File: config.mk
export PLATFORM = sky130hd
export DESIGN_NAME = lrc_div
export DESIGN_NICKNAME = d
export VERILOG_FILES = /design/src/rtl/lrc_pkg.sv /design/src/rtl/lrc_div.sv
export SDC_FILE = /design/constraint.sdc
export NUM_CORES = 2
export LEC_CHECK = 0
export BUFFER_PORTS_ARGS = -buffer_cell sky130_fd_sc_hd__buf_2
export CAP_MARGIN = 10
export CORE_MARGIN = 2
export CORE_UTILIZATION = 24
export CTS_BUF_LIST = sky130_fd_sc_hd__clkbuf_16
export DETAILED_ROUTE_END_ITERATION = 10
export HOLD_SLACK_MARGIN = 0.08
export REMOVE_ABC_BUFFERS = 1
export SLEW_MARGIN = 30
export SYNTH_ARGS = -nofsm -noshare
export SYNTH_HDL_FRONTEND = slang
export SYNTH_SLANG_ARGS = --single-unit
File: constraint.sdc
create_clock -name aclk -period 14.8 [get_ports aclk]
set_input_delay 4.44 -clock aclk [delete_from_list [all_inputs] [get_ports aclk]]
set_output_delay 4.44 -clock aclk [all_outputs]
set_load 0.05 [all_outputs]
File: src/rtl/lrc_pkg.sv
// ----------------------------------------------------------------------------
// Line/rectangle clip package
// Shared widths, register indexes, a pipeline type and a helper function.
// ----------------------------------------------------------------------------
package lrc_pkg;

    localparam int FRAC_BITS  = 8;
    localparam int COORD_W    = 16;
    localparam int C_W        = 32;
    localparam int PROD_W     = 2 * COORD_W;
    localparam int H_W        = C_W + 1;
    localparam int S_W        = C_W + 2;
    localparam int POINT_W    = 24;
    localparam int NUM_W      = H_W + FRAC_BITS;
    localparam int DEN_W      = COORD_W;
    localparam int DIV_STEP   = 4;
    localparam int DIV_STAGES = (NUM_W + DIV_STEP - 1) / DIV_STEP;
    localparam int CFG_ADDR_W = 4;

    localparam logic [CFG_ADDR_W-1:0] REG_RECT_X0 = CFG_ADDR_W'(0);
    localparam logic [CFG_ADDR_W-1:0] REG_RECT_Y0 = CFG_ADDR_W'(1);
    localparam logic [CFG_ADDR_W-1:0] REG_RECT_X1 = CFG_ADDR_W'(2);
    localparam logic [CFG_ADDR_W-1:0] REG_RECT_Y1 = CFG_ADDR_W'(3);

    typedef struct packed {
        logic               hit;
        logic               l0_div_x;
        logic [POINT_W-1:0] l0_exact;
        logic               l1_div_x;
        logic [POINT_W-1:0] l1_exact;
    } lrc_side_t;

    // Integer coordinate scaled to fixed point, kept to the output width.
    function automatic logic [POINT_W-1:0] fixed_coord(input logic signed [COORD_W-1:0] v);
        logic signed [COORD_W+FRAC_BITS-1:0] w;
        w = (COORD_W+FRAC_BITS)'(v) <<< FRAC_BITS;
        return w[POINT_W-1:0];
    endfunction

endpackage

File: src/rtl/lrc_div.sv
// ----------------------------------------------------------------------------
// Pipelined divider
// Restoring division of |num| * 2^FRAC_BITS by |den|, DIV_STEP quotient
// bits per stage, with the quotient sign carried alongside.
// ----------------------------------------------------------------------------
module lrc_div import lrc_pkg::*; (
    input  logic                    aclk,
    input  logic                    en,
    input  logic signed [H_W-1:0]   num,
    input  logic signed [DEN_W-1:0] den,
    output logic [NUM_W-1:0]        q_mag,
    output logic                    q_neg
);

    logic [NUM_W-1:0] n_reg [0:DIV_STAGES];
    logic [DEN_W:0]   r_reg [0:DIV_STAGES];
    logic [DEN_W-1:0] d_reg [0:DIV_STAGES];
    logic             g_reg [0:DIV_STAGES];

    logic [H_W-1:0]   num_abs;
    logic [DEN_W-1:0] den_abs;

    assign num_abs = num[H_W-1] ? H_W'(-num) : H_W'(num);
    assign den_abs = den[DEN_W-1] ? DEN_W'(-den) : DEN_W'(den);

    // The numerator is the negated line value, so it is negative when num > 0.
    always_ff @(posedge aclk) begin
        if (en) begin
            n_reg[0] <= NUM_W'(num_abs) << FRAC_BITS;
            r_reg[0] <= '0;
            d_reg[0] <= den_abs;
            g_reg[0] <= (!num[H_W-1] && (num != '0)) ^ den[DEN_W-1];
        end
    end

    for (genvar k = 1; k <= DIV_STAGES; k++) begin : g_stage
        logic [NUM_W-1:0] n_next;
        logic [DEN_W:0]   r_next;

        always_comb begin
            n_next = n_reg[k-1];
            r_next = r_reg[k-1];
            for (int j = 0; j < DIV_STEP; j++) begin
                if ((k - 1) * DIV_STEP + j < NUM_W) begin
                    r_next = {r_next[DEN_W-1:0], n_next[NUM_W-1]};
                    n_next = {n_next[NUM_W-2:0], 1'b0};
                    if (r_next >= {1'b0, d_reg[k-1]}) begin
                        r_next    = r_next - {1'b0, d_reg[k-1]};
                        n_next[0] = 1'b1;
                    end
                end
            end
        end

        always_ff @(posedge aclk) begin
            if (en) begin
                n_reg[k] <= n_next;
                r_reg[k] <= r_next;
                d_reg[k] <= d_reg[k-1];
                g_reg[k] <= g_reg[k-1];
            end
        end
    end

    assign q_mag = n_reg[DIV_STAGES];
    assign q_neg = g_reg[DIV_STAGES];

endmodule

==> impl_metrics.tcl <==
set metrics [dict create \
    synth.distinct_cells 104 \
    max_stage_delay_ps 780 \
    place_congestion 0.918 \
    worst_pin_slew_ps 1020 \
    wire_per_inst_um 17.5 \
    grt_antenna_before_repair 4 \
    worst_slew_margin_rel 0.318 \
    cts_tree "built" \
    clock_skew_ps 40.6 \
    fp-row-count 183 \
    num_vias 45400 \
    die_y_um 503 \
    nFillCells 25900 \
    min_path_type "flop to flop" \
    cts_resized 0 \
    core-area_mm2 0.248 \
    ios 93 \
    regToRegEndpoint "r_reg[3][7]$_DFFE_PP_" \
    path_max_fanout 19 \
    hpwlAfterDp_um 127000 \
    multi_input_area_mm2 0.0348 \
    rr_worst_depth 44 \
    yosysWarnings 0 \
    ant_nets 0 \
    synthDominantCellAreaShare 0.383 \
    r2r_setup_slack_ps 1790 \
    ys_async_sr_fraction 0 \
    cts.reportedPaths.clkPinSlew_ps 70 \
    yosysMostFrequentCell "edfxtp_1" \
    crit_buf_inv 5 \
    largest_register_ffs 414 \
    cp.depth 44 \
    synth_enable_flop_cells 762 \
    seq_area_frac_synth 0.383 \
    cts_buffers 91 \
    grt_max_degree 175 \
    drtIter0Drc 2996 \
    regArea_mm2 0.0229 \
    fmax_mhz 76.9 \
    hold_viol_final 0 \
    postCtsSetupBuffers 0 \
    cp-endpoint "r_reg[3][7]$_DFFE_PP_" \
    postSynthCellCount 5863 \
    final.setup.tns_ps 0 \
    via_per_inst 4.82 \
    worst-setup-path-type "flop to flop" \
    clk_root_buffer_cell "clkbuf_16" \
    cts_sinks 762 \
    grt-ovfl-total 0 \
    finalMaxSlewViolations 0 \
    setup_viol 0 \
    dieArea_mm2 0.253 \
    cts_hold_buf 0 \
    start_util 0.241 \
    first_pass_iters 7 \
    grt_use_total 0.126 \
    grt_pass1_vias 44500 \
    syn_avg_cell_area_um2 10.2 \
    status "complete, no violations" \
    rsz0062_at_grt "false" \
    timing.final.crit_share 0.879 \
    grt_pass1_wl_um 253000 \
    yosys.area.top_type "edfxtp_1" \
    synthTopCellsByCount "edfxtp_1, ha_1, a21oi_1, inv_1, nor2_1" \
    required_ps 15290 \
    nets 6722 \
    startpoint "d_reg[2][1]$_DFFE_PP_" \
    ys.flop_type "edfxtp_1" \
    cp_slowest_cell "a211oi_4" \
    cp.arrival_ps 13500 \
    die_w_um 503 \
    drive_gt1_frac 0.113 \
    synth-seq-cells 762 \
    start_kind "flop" \
    wirelength_um 164000 \
    critPathCaptureType "flop" \
    synth_area_leaders "edfxtp_1, ha_1, mux2_2" \
    fin_crit_ps 13010 \
    ctsHtreeMaxLevel 3 \
    drcViolationCount 0 \
    clkLatencyLatePin_ps 760 \
    synth_area_mm2 0.0597 \
    clockBufferDepth 3 \
    portBuffers 92 \
    area_growth_pct 12.7 \
    maxCapViolCount 0 \
    cp_top_family "compound AO/OA/AOI/OAI gates" \
    rr_startpoint "d_reg[2][1]$_DFFE_PP_" \
]
-- cells in the final DEF, fill, tap and decap left out, drive strengths merged, types with 41 or more instances in the layout --
cell    count
nand2     353
nand2b     48
and3       41
o21a      101
o21ai     339
a21o      191
nor2      387
o21bai     80
mux2i      53
nand4      91
inv       475
or3        42
clkbuf     91
edfxtp    762
clkinv     44
a21oi     448
xnor2     347
o31ai      55
nand3      83
ha        639
a211oi     55
xor2      138
mux2      324
nor2b     106
buf       121
nor3      138
-- through the flow --
step / util / hold WS [ps] / instance area, um^2 / setup WS (ps) / instances
floorplan: - / 400 / 59300 / 3490 / 5784
global placement: 0.259 / 401 / 64200 / 1980 / 9233
detailed placement: 0.259 / 405 / 64300 / 1880 / 9233
CTS: 0.271 / 397 / 67200 / 1790 / 9403
global route: 0.271 / 409 / 67300 / 621 / 9406
finish: 0.271 / 386 / 67300 / 1790 / 9406
-- worst min path at each step --
stage	start	slack (ps)	endpoint	cells past startpoint
floorplan	g_reg[0][0]$_DFFE_PP_	400	g_reg[0][1]$_DFFE_PP_	0
global placement	n_reg[6][35]$_DFFE_PP_	400	n_reg[7][39]$_DFFE_PP_	0
detailed placement	n_reg[9][8]$_DFFE_PP_	400	n_reg[10][12]$_DFFE_PP_	0
CTS	n_reg[6][0]$_DFFE_PP_	400	n_reg[7][4]$_DFFE_PP_	0
global route	n_reg[6][0]$_DFFE_PP_	410	n_reg[7][4]$_DFFE_PP_	0
finish	n_reg[4][12]$_DFFE_PP_	390	n_reg[5][16]$_DFFE_PP_	0
-- metal layers --
metal  part of all wire  vias to the layer above  routed length, um  GRT usage
li1                   -                    22300                  -          -
met1               0.44                    21800              72700      0.160
met2               0.48                     1060              79200      0.218
met3              0.043                      274               7140     0.0180
met4              0.031                        0               5060     0.0408
met5                  0                        -                  0          0
-- area by class of cell --
class / count / share of cell area
Antenna cell: 1 / 0.0000372
Clock buffer: 91 / 0.0338
Clock inverter: 79 / 0.0106
Inverter: 453 / 0.0253
Multi-Input combinational cell: 4569 / 0.517
Sequential cell: 762 / 0.340
Tap cell: 3330 / 0.0619
Timing Repair Buffer: 121 / 0.0111
-- cell families (layout without fill, tap and decap cells) --
group / Yosys count / in the layout / share of synthesized area
AOI/OAI and AO/OA: 1599 / 1599 / 0.178
buffers and inverters: 532 / 744 / 0.0344
xor gates and xnor gates: 485 / 485 / 0.0712
other: 0 / 1 / 0
adders and majority gates: 673 / 673 / 0.145
and+or+nand+nor: 1435 / 1435 / 0.117
muxes: 377 / 377 / 0.0705
DFF: 762 / 762 / 0.383
-- worst register-to-register path, delay by kind of cell, from the launching register on --
| family | cells | cell delay, ps |
|---|---|---|
| simple gates | 10 | 1740 |
| flops | 1 | 480 |
| fa+ha+maj | 4 | 1210 |
| mux | 2 | 870 |
| buf+inv | 5 | 1330 |
| compound gates | 23 | 7090 |
Power is left out: the tool's default activity adds up to more than one toggle a clock period on the data nets, which glitch-free logic cannot reach.
