### config.mk
export PLATFORM = sky130hd
export DESIGN_NAME = lrc_front
export DESIGN_NICKNAME = d
export VERILOG_FILES = /design/src/rtl/lrc_pkg.sv /design/src/rtl/lrc_front.sv
export SDC_FILE = /design/constraint.sdc
export NUM_CORES = 2
export LEC_CHECK = 0
export BUFFER_PORTS_ARGS = -buffer_cell sky130_fd_sc_hd__buf_2
export CAP_MARGIN = 0
export CORE_UTILIZATION = 45
export DETAILED_ROUTE_END_ITERATION = 7
export SYNTH_ARGS = -nofsm -noshare
export SYNTH_HDL_FRONTEND = slang
export SYNTH_SLANG_ARGS = --single-unit
### constraint.sdc
create_clock -name aclk -period 8.38 [get_ports aclk]
set_input_delay 0.838 -clock aclk [delete_from_list [all_inputs] [get_ports aclk]]
set_output_delay 0.838 -clock aclk [all_outputs]
set_load 0.05 [all_outputs]
### src/rtl/lrc_pkg.sv
// ----------------------------------------------------------------------------
// Line/rectangle clip package
// Shared widths, register indexes, a pipeline type and a helper function.
// ----------------------------------------------------------------------------
package lrc_pkg;

    localparam int FRAC_BITS  = 8;
    localparam int COORD_W    = 16;
    localparam int C_W        = 32;
    localparam int PROD_W     = 2 * COORD_W;
    localparam int H_W        = C_W + 1;
    localparam int S_W        = C_W + 2;
    localparam int POINT_W    = 24;
    localparam int NUM_W      = H_W + FRAC_BITS;
    localparam int DEN_W      = COORD_W;
    localparam int DIV_STEP   = 4;
    localparam int DIV_STAGES = (NUM_W + DIV_STEP - 1) / DIV_STEP;
    localparam int CFG_ADDR_W = 4;

    localparam logic [CFG_ADDR_W-1:0] REG_RECT_X0 = CFG_ADDR_W'(0);
    localparam logic [CFG_ADDR_W-1:0] REG_RECT_Y0 = CFG_ADDR_W'(1);
    localparam logic [CFG_ADDR_W-1:0] REG_RECT_X1 = CFG_ADDR_W'(2);
    localparam logic [CFG_ADDR_W-1:0] REG_RECT_Y1 = CFG_ADDR_W'(3);

    typedef struct packed {
        logic               hit;
        logic               l0_div_x;
        logic [POINT_W-1:0] l0_exact;
        logic               l1_div_x;
        logic [POINT_W-1:0] l1_exact;
    } lrc_side_t;

    // Integer coordinate scaled to fixed point, kept to the output width.
    function automatic logic [POINT_W-1:0] fixed_coord(input logic signed [COORD_W-1:0] v);
        logic signed [COORD_W+FRAC_BITS-1:0] w;
        w = (COORD_W+FRAC_BITS)'(v) <<< FRAC_BITS;
        return w[POINT_W-1:0];
    endfunction

endpackage

### src/rtl/lrc_front.sv
// ----------------------------------------------------------------------------
// Clip front end
// Corner products, side values, crossing tests and selection of the two
// divisions, over four register stages.
// ----------------------------------------------------------------------------
module lrc_front import lrc_pkg::*; (
    input  logic                      aclk,
    input  logic                      aresetn,
    input  logic                      en,
    input  logic                      in_valid,
    input  logic signed [COORD_W-1:0] line_a,
    input  logic signed [COORD_W-1:0] line_b,
    input  logic signed [C_W-1:0]     line_c,
    input  logic signed [COORD_W-1:0] rect_x0,
    input  logic signed [COORD_W-1:0] rect_y0,
    input  logic signed [COORD_W-1:0] rect_x1,
    input  logic signed [COORD_W-1:0] rect_y1,
    output logic                      out_valid,
    output lrc_side_t                 side,
    output logic signed [H_W-1:0]     num0,
    output logic signed [DEN_W-1:0]   den0,
    output logic signed [H_W-1:0]     num1,
    output logic signed [DEN_W-1:0]   den1
);

    logic [3:0] valid_reg;

    // Stage 1: products.
    logic signed [PROD_W-1:0]  ax0_reg, ax1_reg, by0_reg, by1_reg;
    logic signed [C_W-1:0]     c1_reg;
    logic signed [COORD_W-1:0] a1_reg, b1_reg;
    // Stage 2: edge line values.
    logic signed [H_W-1:0]     hb_reg, ht_reg, vr_reg, vl_reg;
    logic signed [PROD_W-1:0]  ax0_2_reg, ax1_2_reg;
    logic signed [COORD_W-1:0] a2_reg, b2_reg;
    // Stage 3: corner signs.
    logic [3:0]                pos_reg, neg_reg;
    logic signed [H_W-1:0]     hb3_reg, ht3_reg, vr3_reg, vl3_reg;
    logic signed [COORD_W-1:0] a3_reg, b3_reg;
    // Stage 4: selected divisions.
    lrc_side_t                 side_reg;
    logic signed [H_W-1:0]     num0_reg, num1_reg;
    logic signed [DEN_W-1:0]   den0_reg, den1_reg;

    logic signed [S_W-1:0] s_corner [0:3];
    logic [3:0]            pos_next, neg_next;

    always_ff @(posedge aclk) begin
        if (!aresetn) begin
            valid_reg <= '0;
        end else if (en) begin
            valid_reg <= {valid_reg[2:0], in_valid};
        end
    end

    always_ff @(posedge aclk) begin
        if (en) begin
            ax0_reg <= line_a * rect_x0;
            ax1_reg <= line_a * rect_x1;
            by0_reg <= line_b * rect_y0;
            by1_reg <= line_b * rect_y1;
            c1_reg  <= line_c;
            a1_reg  <= line_a;
            b1_reg  <= line_b;
        end
    end

    always_ff @(posedge aclk) begin
        if (en) begin
            hb_reg    <= H_W'(c1_reg) + H_W'(by0_reg);
            ht_reg    <= H_W'(c1_reg) + H_W'(by1_reg);
            vr_reg    <= H_W'(c1_reg) + H_W'(ax1_reg);
            vl_reg    <= H_W'(c1_reg) + H_W'(ax0_reg);
            ax0_2_reg <= ax0_reg;
            ax1_2_reg <= ax1_reg;
            a2_reg    <= a1_reg;
            b2_reg    <= b1_reg;
        end
    end

    // Corners in order: (x0,y0), (x1,y0), (x1,y1), (x0,y1).
    always_comb begin
        s_corner[0] = S_W'(hb_reg) + S_W'(ax0_2_reg);
        s_corner[1] = S_W'(hb_reg) + S_W'(ax1_2_reg);
        s_corner[2] = S_W'(ht_reg) + S_W'(ax1_2_reg);
        s_corner[3] = S_W'(ht_reg) + S_W'(ax0_2_reg);
        for (int i = 0; i < 4; i++) begin
            neg_next[i] = s_corner[i][S_W-1];
            pos_next[i] = !s_corner[i][S_W-1] && (s_corner[i] != '0);
        end
    end

    always_ff @(posedge aclk) begin
        if (en) begin
            pos_reg <= pos_next;
            neg_reg <= neg_next;
            hb3_reg <= hb_reg;
            ht3_reg <= ht_reg;
            vr3_reg <= vr_reg;
            vl3_reg <= vl_reg;
            a3_reg  <= a2_reg;
            b3_reg  <= b2_reg;
        end
    end

    logic [3:0]              crossed;
    logic [2:0]              count;
    logic [1:0]              e0, e1;
    logic                    found0, found1;
    logic signed [H_W-1:0]   edge_num [0:3];
    logic signed [DEN_W-1:0] edge_den [0:3];
    logic [POINT_W-1:0]      edge_exact [0:3];
    lrc_side_t               side_next;

    always_comb begin
        for (int i = 0; i < 4; i++) begin
            crossed[i] = (neg_reg[i] && pos_reg[(i + 1) % 4])
                       || (pos_reg[i] && neg_reg[(i + 1) % 4]);
        end
        count  = '0;
        e0     = '0;
        e1     = '0;
        found0 = 1'b0;
        found1 = 1'b0;
        for (int i = 0; i < 4; i++) begin
            if (crossed[i]) begin
                count = count + 3'd1;
                if (!found0) begin
                    e0     = 2'(i);
                    found0 = 1'b1;
                end else if (!found1) begin
                    e1     = 2'(i);
                    found1 = 1'b1;
                end
            end
        end

        // Bottom, right, top, left.
        edge_num[0]   = hb3_reg;
        edge_den[0]   = a3_reg;
        edge_exact[0] = fixed_coord(rect_y0);
        edge_num[1]   = vr3_reg;
        edge_den[1]   = b3_reg;
        edge_exact[1] = fixed_coord(rect_x1);
        edge_num[2]   = ht3_reg;
        edge_den[2]   = a3_reg;
        edge_exact[2] = fixed_coord(rect_y1);
        edge_num[3]   = vl3_reg;
        edge_den[3]   = b3_reg;
        edge_exact[3] = fixed_coord(rect_x0);

        side_next.hit      = (count == 3'd2);
        side_next.l0_div_x = !e0[0];
        side_next.l0_exact = edge_exact[e0];
        side_next.l1_div_x = !e1[0];
        side_next.l1_exact = edge_exact[e1];
    end

    always_ff @(posedge aclk) begin
        if (en) begin
            side_reg <= side_next;
            num0_reg <= edge_num[e0];
            den0_reg <= edge_den[e0];
            num1_reg <= edge_num[e1];
            den1_reg <= edge_den[e1];
        end
    end

    assign out_valid = valid_reg[3];
    assign side      = side_reg;
    assign num0      = num0_reg;
    assign den0      = den0_reg;
    assign num1      = num1_reg;
    assign den1      = den1_reg;

endmodule

==> out/qor.txt <==
vias in the first global route = 58000
syn avg cell area = 10.3 um^2
RSZ-0062 raised after global routing = false
ys async rst share = 0%
Pins Over Slew Limit = 0
Root Driver = clkbuf_16
grt ovf = 0
CTS Buf Count = 87
GRT Util Overall = 27.8%
wire length per cell = 23.7 um
Final Hold Fails = 0
gpl congestion = 0.991
worst endpoint required time = 8.86 ns
Yosys reg bits = 729
Clk Latency, worst-skew pair = 0.77 ns
Post-Syn Area = 77800 um^2
Die Footprint = 174000 um^2
H-Tree Depth = 3
# hold bufs at CTS = 0
area grow syn2layout = 8.76%
DRC viols = 0
Filler Cell Count = 15800
Yosys cell types = 91
Initial Utilization = 45.3%
crit path DAT = 7.74 ns
# rows = 152
DRT antenna net count = 0
max FFs per register = 35
CTS tree = built
# setup viols final = 0
critical path fanouts, max = 23
# nets final = 9488
crit path cell chain = buf_2, nand2_1, fa_1, fa_1, fa_1, inv_1, fa_1, fa_1, inv_1, fa_1, inv_1, ha_1, nor4_1, inv_1, o22ai_1, a211o_1, nand3_1, nand2_1, o21ai_0, nor3_1, o21bai_1, a21oi_1, xnor2_1
Hold Path Class = in -> reg
DIE HEIGHT = 418 um
vias post-DR = 55800
DRT iter0 DRCs = 4203
Total Wirelength = 239000 um
CP max stage delay = 0.93 ns
post-CTS sizing = 0
Crit Path Class = in -> reg
Tightest Pin Transition = 1.33 ns
Fin Clk Skew = 0.0635 ns
first-pass GRT wire length = 361000 um
Final period util = 86.5%
CP endpoint kind = register
core area = 172000 um^2
setup TNS = 0 ns
Seq/Total Area, Yosys = 28.1%
clock-pin slew of the registers on the worst-case setup and hold paths = 0.06 ns
leading register cell type out of synthesis = edfxtp_1
Port Buf Inserts = 265
FMAX = 138 MHz
Final HPWL DP = 190000 um
Ports = 282
largest net degree at the start of global routing = 157
Rel. slew slack = 10.8%
crit start category = input pin
drt via density = 5.52
Hold Path Depth = 1
share of cells above drive strength 1 = 7.09%
max cap viols = 0
most frequent CP cell = fa_1
most common cell after layout, fill and taps aside = inv_1
crit path max-delay cell type = nor4_1
Die Wd = 418 um
most frequent cells in the layout = 1260 x inv_1, 1056 x fa_1, 822 x nand2_1, 725 x edfxtp_1, 606 x and2_1
CTS max path bufs = 3
number of flops mapped to enable cells by yosys = 725
antenna violations before repair = 27
Detailed Routing Iterations Pass 1 = 6
status = finished clean
Setup Fix Bufs, Post-CTS = 0
CTS sink cnt = 729
R2R cell count = 12
Syn Inst Count = 7568
Yosys Warn Count = 0
fin crit period = 7.25 ns
layer usage:
layer  track usage, %  wire length, um
met1             37.1           103000
met3             4.76            16200
met4             13.3            12800
met2             43.8           107000
met5                0              153
critical path: cells and delay by family:
family | cells | cell delay [ns]
fa+ha+maj | 7 | 3.34
simple gates | 5 | 1.55
compound gates | 5 | 1.09
buf+inv | 5 | 0.81
xor+xnor | 1 | 0.08
layout make-up:
class / instances / area (um^2) / area share, %
Clock inverter: 52 / 783 / 0.926
Inverter: 1260 / 4730 / 5.59
Multi-Input combinational cell: 5301 / 50100 / 59.3
Sequential cell: 729 / 21900 / 25.8
Antenna cell: 7 / 17.5 / 0.0207
Clock buffer: 106 / 2290 / 2.71
Tap cell: 2310 / 2890 / 3.42
Timing Repair Buffer: 328 / 1870 / 2.21
cell usage after synthesis, types with 19 or more instances:
master | number | area share, %
inv_1 | 1260 | 6.1
fa_1 | 1056 | 27
nand2_1 | 822 | 4.0
edfxtp_1 | 725 | 28
and2_1 | 606 | 4.9
ha_1 | 593 | 9.5
a21oi_1 | 277 | 1.8
clkbuf_1 | 273 | 1.3
nor2_1 | 239 | 1.2
xnor2_1 | 227 | 2.6
o21ai_0 | 180 | 1.2
a21o_1 | 140 | 1.4
a31oi_1 | 137 | 1.1
a211oi_1 | 127 | 1.2
nand3_1 | 70 | 0.45
nor3_1 | 67 | 0.43
nor2b_1 | 62 | 0.50
xor2_1 | 59 | 0.66
nand2b_1 | 56 | 0.45
o21a_1 | 56 | 0.54
mux2_2 | 39 | 0.56
o21bai_1 | 38 | 0.37
and3_1 | 33 | 0.27
nand4_1 | 27 | 0.22
mux2i_1 | 20 | 0.26
o31ai_1 | 20 | 0.19
nor4_1 | 19 | 0.15
o211ai_1 | 19 | 0.18
cells by family after synthesis:
logic type / synth area share, %
xor gates and xnor gates: 3.22
DFF: 28.1
adders and majority gates: 36.7
and+or+nand+nor: 13.3
muxes: 0.822
other: 0.00482
AOI/OAI and AO/OA: 10.3
buffers and inverters: 7.58
per-stage QoR:
step | utilization [%] | cells | hold slack (ns) | instance area [um^2] | setup WS (ns)
6_report | 49.3 | 10100 | 0.252 | 84600 | 1.13
3_5_place_dp | 47.5 | 9928 | 0.405 | 81500 | 0.562
5_1_grt | 49.3 | 10100 | 0.220 | 84600 | 0.920
4_1_cts | 49.3 | 10100 | 0.193 | 84600 | 1.36
3_3_place_gp | 47.5 | 9927 | 0.401 | 81500 | 0.637
2_1_floorplan | - | 7583 | 0.400 | 77800 | 1.21
path summary, 6_finish.rpt:
| check | startpoint | end | slack (ns) |
|---|---|---|---|
| max reg2reg | hb_reg[24]$_DFFE_PP_ | pos_reg[0]$_DFFE_PP_ | 3.50 |
| min reg2reg | a2_reg[9]$_DFFE_PP_ | a3_reg[9]$_DFFE_PP_ | 0.40 |
| min | line_c[16] | c1_reg[16]$_DFFE_PP_ | 0.25 |
| max | line_b[11] | by0_reg[30]$_DFFE_PP_ | 1.13 |
Power is not shown: default switching activity piles up to over one toggle a cycle in this logic, so the estimate is an artifact.
